[config.mk]
export PLATFORM = sky130hd
export DESIGN_NAME = vmt_sqrt
export DESIGN_NICKNAME = d
export VERILOG_FILES = /design/src/rtl/vmt_pkg.sv /design/src/rtl/vmt_sqrt.sv
export SDC_FILE = /design/constraint.sdc
export NUM_CORES = 2
export LEC_CHECK = 0
export BUFFER_PORTS_ARGS = -buffer_cell sky130_fd_sc_hd__buf_2
export CORE_MARGIN = 1
export CORE_UTILIZATION = 55
export CTS_CLUSTER_DIAMETER = 120
export CTS_CLUSTER_SIZE = 10
export DETAILED_ROUTE_END_ITERATION = 8
export HOLD_SLACK_MARGIN = 0.06
export PLACE_DENSITY_LB_ADDON = 0.05
export SETUP_SLACK_MARGIN = 0.4
export SKIP_CTS_REPAIR_TIMING = 1
export SYNTH_ARGS = -nofsm -noshare
export SYNTH_HDL_FRONTEND = slang
export SYNTH_MEMORY_MAX_BITS = 65536
export SYNTH_SLANG_ARGS = --single-unit
[constraint.sdc]
create_clock -name clock -period 4.12 [get_ports clock]
set_clock_uncertainty 0.1 [all_clocks]
set_input_delay 1.03 -clock clock [delete_from_list [all_inputs] [get_ports clock]]
set_output_delay 1.03 -clock clock [all_outputs]
set_load 0.02 [all_outputs]
[src/rtl/vmt_pkg.sv]
// Package for the step-limited 2-D move: widths, pipeline depths, sideband types.
// No dependencies; used by vmt_sqrt, vmt_div and vector2_move_towards.
`timescale 1ns / 1ps
package vmt_pkg;

   localparam int XW        = 32;          // coordinate width
   localparam int DW        = 33;          // difference width
   localparam int PW        = 64;          // product width
   localparam int SW        = 66;          // squared length width
   localparam int RW        = 33;          // root width
   localparam int RMW       = 35;          // root remainder width
   localparam int QW        = 35;          // quotient width
   localparam int DRW       = 34;          // divider remainder width
   localparam int OW        = 35;          // signed offset and sum width
   localparam int SQ_STAGES = SW / 2;
   localparam int DV_STAGES = QW;

   localparam logic [QW-1:0] OFFSET_CAP = QW'(64'h2_0000_0000);

   // sideband carried alongside the root pipeline
   typedef struct packed {
      logic [XW-1:0] cur_x;
      logic [XW-1:0] cur_y;
      logic [XW-1:0] tgt_x;
      logic [XW-1:0] tgt_y;
      logic          neg_x;
      logic          neg_y;
      logic          reach;
      logic [PW-1:0] mag_x;
      logic [PW-1:0] mag_y;
   } root_side_type;

   // sideband carried alongside the divider pipeline
   typedef struct packed {
      logic [XW-1:0] cur_x;
      logic [XW-1:0] cur_y;
      logic [XW-1:0] tgt_x;
      logic [XW-1:0] tgt_y;
      logic          neg_x;
      logic          neg_y;
      logic          reach;
      logic          zero_len;
      logic          ovf_x;
      logic          ovf_y;
   } div_side_type;

   // clamp a signed sum to the 32-bit range
   function automatic logic [XW-1:0] sat32(input logic [OW-1:0] v);
      logic [OW-1:0] hi_lim;
      logic [OW-1:0] lo_lim;
      logic [XW-1:0] res;
      hi_lim = OW'({1'b0, {(XW-1){1'b1}}});
      lo_lim = {{(OW-XW+1){1'b1}}, {(XW-1){1'b0}}};
      if (!v[OW-1] && (v > hi_lim)) begin
         res = hi_lim[XW-1:0];
      end else if (v[OW-1] && (v < lo_lim)) begin
         res = lo_lim[XW-1:0];
      end else begin
         res = v[XW-1:0];
      end
      return res;
   endfunction

endpackage

[src/rtl/vmt_sqrt.sv]
// Pipelined integer square root, two radicand bits per stage.
// Depends on vmt_pkg.
`timescale 1ns / 1ps
module vmt_sqrt import vmt_pkg::*; (
   input  logic          clock,
   input  logic          reset,
   input  logic          in_valid,
   input  logic [SW-1:0] in_s,
   output logic          out_valid,
   output logic [RW-1:0] out_root
);

   logic          v_ff    [SQ_STAGES];
   logic [SW-1:0] s_ff    [SQ_STAGES];
   logic [RMW-1:0] rem_ff [SQ_STAGES];
   logic [RW-1:0] root_ff [SQ_STAGES];

   genvar k;
   generate
      for (k = 0; k < SQ_STAGES; k++) begin : g_stage
         logic          v_src;
         logic [SW-1:0] s_src;
         logic [RMW-1:0] rem_src;
         logic [RW-1:0] root_src;
         logic [RMW+1:0] trial;
         logic [RMW+1:0] tval;
         logic          ge;
         logic [RMW-1:0] rem_in;
         logic [RW-1:0] root_in;

         // pick the previous stage or the input word
         if (k == 0) begin : g_first
            assign v_src    = in_valid;
            assign s_src    = in_s;
            assign rem_src  = '0;
            assign root_src = '0;
         end else begin : g_next
            assign v_src    = v_ff[k-1];
            assign s_src    = s_ff[k-1];
            assign rem_src  = rem_ff[k-1];
            assign root_src = root_ff[k-1];
         end

         // try the next root bit against the remainder
         assign trial   = {rem_src, s_src[SW-1 -: 2]};
         assign tval    = {2'b00, root_src, 2'b01};
         assign ge      = (trial >= tval);
         assign rem_in  = ge ? RMW'(trial - tval) : RMW'(trial);
         assign root_in = {root_src[RW-2:0], ge};

         always_ff @(posedge clock) begin
            if (reset) begin
               v_ff[k] <= 1'b0;
            end else begin
               v_ff[k] <= v_src;
            end
         end

         always_ff @(posedge clock) begin
            s_ff[k]    <= {s_src[SW-3:0], 2'b00};
            rem_ff[k]  <= rem_in;
            root_ff[k] <= root_in;
         end
      end
   endgenerate

   assign out_valid = v_ff[SQ_STAGES-1];
   assign out_root  = root_ff[SQ_STAGES-1];

endmodule

==> metrics.cfg <==
[setup_path]
crit_slowest_cell = nor4_1
cpPeakStageDelay_ns = 0.51
setup.worst_path.class = reg -> reg
cp-end-kind = register
start_kind = register
crit_chain = inv_1 > ha_1 > o21ai_0 > a22oi_2 > a2111oi_2 > nor4_1 > o211ai_1 > o21a_1 > inv_4 > buf_4 > mux2_2
arrival_ns = 4.22
required_ns = 4.78
cp_max_fo = 17

[grt]
grt_pass1_wl_um = 348000
grt_pass1_vias = 66039
grt_max_degree = 57
antenna_found_initial = 4
grt.total_usage_pct = 23.8
gr-total-overflow = 0

[finish]
fin_area_um2 = 111000
drive_gt1_share_pct = 7.30
syn_to_final_growth_pct = 11.9
fin_nets = 10778
final.fill_count = 14911

[yosys]
muxShareOfSynthArea_pct = 1.18
synth_area_leaders = dfxtp_1 (55%), ha_1 (7.5%), xor2_1 (4.0%)
synth_top_area_cell = dfxtp_1
synth_compound_area_share_pct = 11.9
synth_xor_area_share_pct = 7.90
ys_ff_latch = 2717
synth_top_family_by_area = simple AND/OR/NAND/NOR gates
yosysSeqAreaShare_pct = 54.6
syn_area_um2 = 99600
yosys_warnings = 0
synth_ff_type = dfxtp_1
synthDistinctLibCells = 96
synth_nets = 10463
async_reset_ff_share_pct = 0
synth-simple-area-share_pct = 13.3
syn_inst = 9798
synth_fa_ha_area_share_pct = 7.49
synth.top_cell.area_share_pct = 54.6
syn_area_per_cell_um2 = 10.2
synth_enable_flop_cells = 0

[sta]
slew_headroom_pct = 26.9
finalCriticalPeriod_ns = 3.56
fmax_mhz = 281
setup-tns-final_ns = 0
rsz0062_at_grt = true
worst_slew_pin_slew_ns = 1.09
finalMaxSlewViolations = 0
finalSetupViolations = 0
finalCritPeriodShare_pct = 86.4
hold_violations = 0

[cts]
cts_tree = done
h-tree-depth = 5
clock-sinks = 2717
clk_pin_slew_worst_paths_ns = 0.05
cts_root_buffer = clkbuf_16
clk_latency_ns = 0.93
cts_made_buffers = 321
cts_buffer_depth = 4

[die]
rows = 155
start_util_pct = 55.6
die_height_um = 428
die_area_um2 = 183000
core_area_um2 = 179000
io_pins = 103
die_w_um = 428

[routing]
routedWlPerCell_um = 17.6
vias = 67669
drcViolationCount = 0
drtAntennaViolNets = 0
viasPerCell = 5.42
routed_wl_um = 219000
drt_iter0_markers = 4333
first_pass_iters = 5

[pwr]
ir_worst_vdd_mv = 0.404
power_density_nw_per_um2 = 607
p_leak_nw = 52.1

[placement]
detailed_place_hpwl_um = 167000
io_buffers = 102
gp_congestion = 0.926
postPlaceCellArea_um2 = 103000

[worst_hold_path]
hold_path.class = in -> reg

[outcome]
outcome = finished clean

[run]
drv_cap = 0

[final timing paths]
path                     startpoint                     end  slack [ns]  cells after the start
min reg2reg     s_ff[0][81]$_DFF_P_    s_ff[0][147]$_DFF_P_        0.17                      0
min                        in_s[24]     s_ff[0][24]$_DFF_P_        0.12                      1
max          root_ff[26][0]$_DFF_P_  rem_ff[0][955]$_DFF_P_        0.56                     11
max reg2reg  root_ff[26][0]$_DFF_P_  rem_ff[0][955]$_DFF_P_        0.56                     11
[cell families after synthesis]
family,Yosys count
buffers and inverters,944
AO/OA/AOI/OAI,1901
adder cells (fa/ha/maj),596
XOR/XNOR,898
multiplexers,106
flip-flops,2717
AND/OR/NAND/NOR,2635
other,1
[flip-flops by register name (all words and copies together), names as in the netlist]
name / flops
root_ff: 561
v_ff: 33
s_ff: 1056
rem_ff: 1067
[layout make-up]
type / instances / area, um2 / share of cell area (%)
clock inverters: 10 / 98.8 / 0.0887
inverters: 749 / 2810 / 2.52
repair buffers: 187 / 1260 / 1.13
multi-input cells: 6137 / 41800 / 37.5
flip-flops and latches: 2717 / 54400 / 48.8
diodes: 1 / 2.50 / 0.00224
clock buffers: 325 / 8130 / 7.30
well taps: 2355 / 2950 / 2.64
[per-stage QoR]
stage / instances / hold WS [ns] / util, % / total power, W / worst slack [ns]
after floorplan: 9798 / 0.210 / - / 0.0411 / 0.708
after global placement: 12124 / 0.209 / 57.4 / 0.0446 / 0.421
after detailed placement: 12124 / 0.212 / 57.4 / 0.0447 / 0.385
after CTS: 12459 / 0.0249 / 62.0 / 0.0683 / 0.353
after global routing: 12480 / 0.0603 / 62.2 / 0.0711 / 0.391
final: 12481 / 0.121 / 62.2 / 0.0676 / 0.562
[cell usage after synthesis, drive strengths merged (81+ instances only)]
| cell type | number |
|---|---|
| dfxtp | 2717 |
| inv | 748 |
| nand2 | 649 |
| ha | 596 |
| nor2 | 590 |
| a21oi | 551 |
| o21ai | 508 |
| xor2 | 452 |
| xnor2 | 446 |
| nor3 | 289 |
| a21o | 236 |
| nand3 | 169 |
| clkbuf | 163 |
| nor4 | 139 |
| nand2b | 126 |
| nor2b | 122 |
| or3 | 120 |
| nand4 | 109 |
| o21a | 104 |
| mux2 | 90 |
| or4 | 81 |
[critical path, delay by kind of cell, from the launching register on]
family                   cells  cell delay, ns
AO/OA/AOI/OAI                5            1.33
AND/OR/NAND/NOR              1            0.51
buffers and inverters        3            0.48
multiplexers                 1            0.34
flip-flops                   1            0.33
adder cells (fa/ha/maj)      1            0.33
[layout by cell type, fill, tap and decap left out, types with 43 or more instances in the layout]
cell type     n
dfxtp_1    2717
inv_1       746
nand2_1     649
ha_1        596
nor2_1      590
a21oi_1     549
o21ai_0     504
xor2_1      452
xnor2_1     446
clkbuf_16   325
nor3_1      280
a21o_1      235
nand3_1     168
nor4_1      133
nand2b_1    126
nor2b_1     120
or3_1       114
nand4_1     109
o21a_1      103
buf_2       102
mux2_2       90
or4_1        76
buf_4        66
o31ai_1      65
and3_1       58
a31oi_1      52
a211oi_1     52
or2_2        43
[power breakdown]
group,internal [W],switching (W)
Clock,0.0138,0.00951
Sequential,0.0305,0.00339
Combinational,0.00470,0.00576
[routing by layer]
layer | routed length (um) | part of all wire [%] | track usage [%]
met1 | 95200 | 43 | 29.4
met2 | 109000 | 49 | 42.0
met3 | 8560 | 3.9 | 3.13
met4 | 7170 | 3.3 | 8.65
met5 | 0 | 0 | 0
Power figures use the tool's default switching activity.
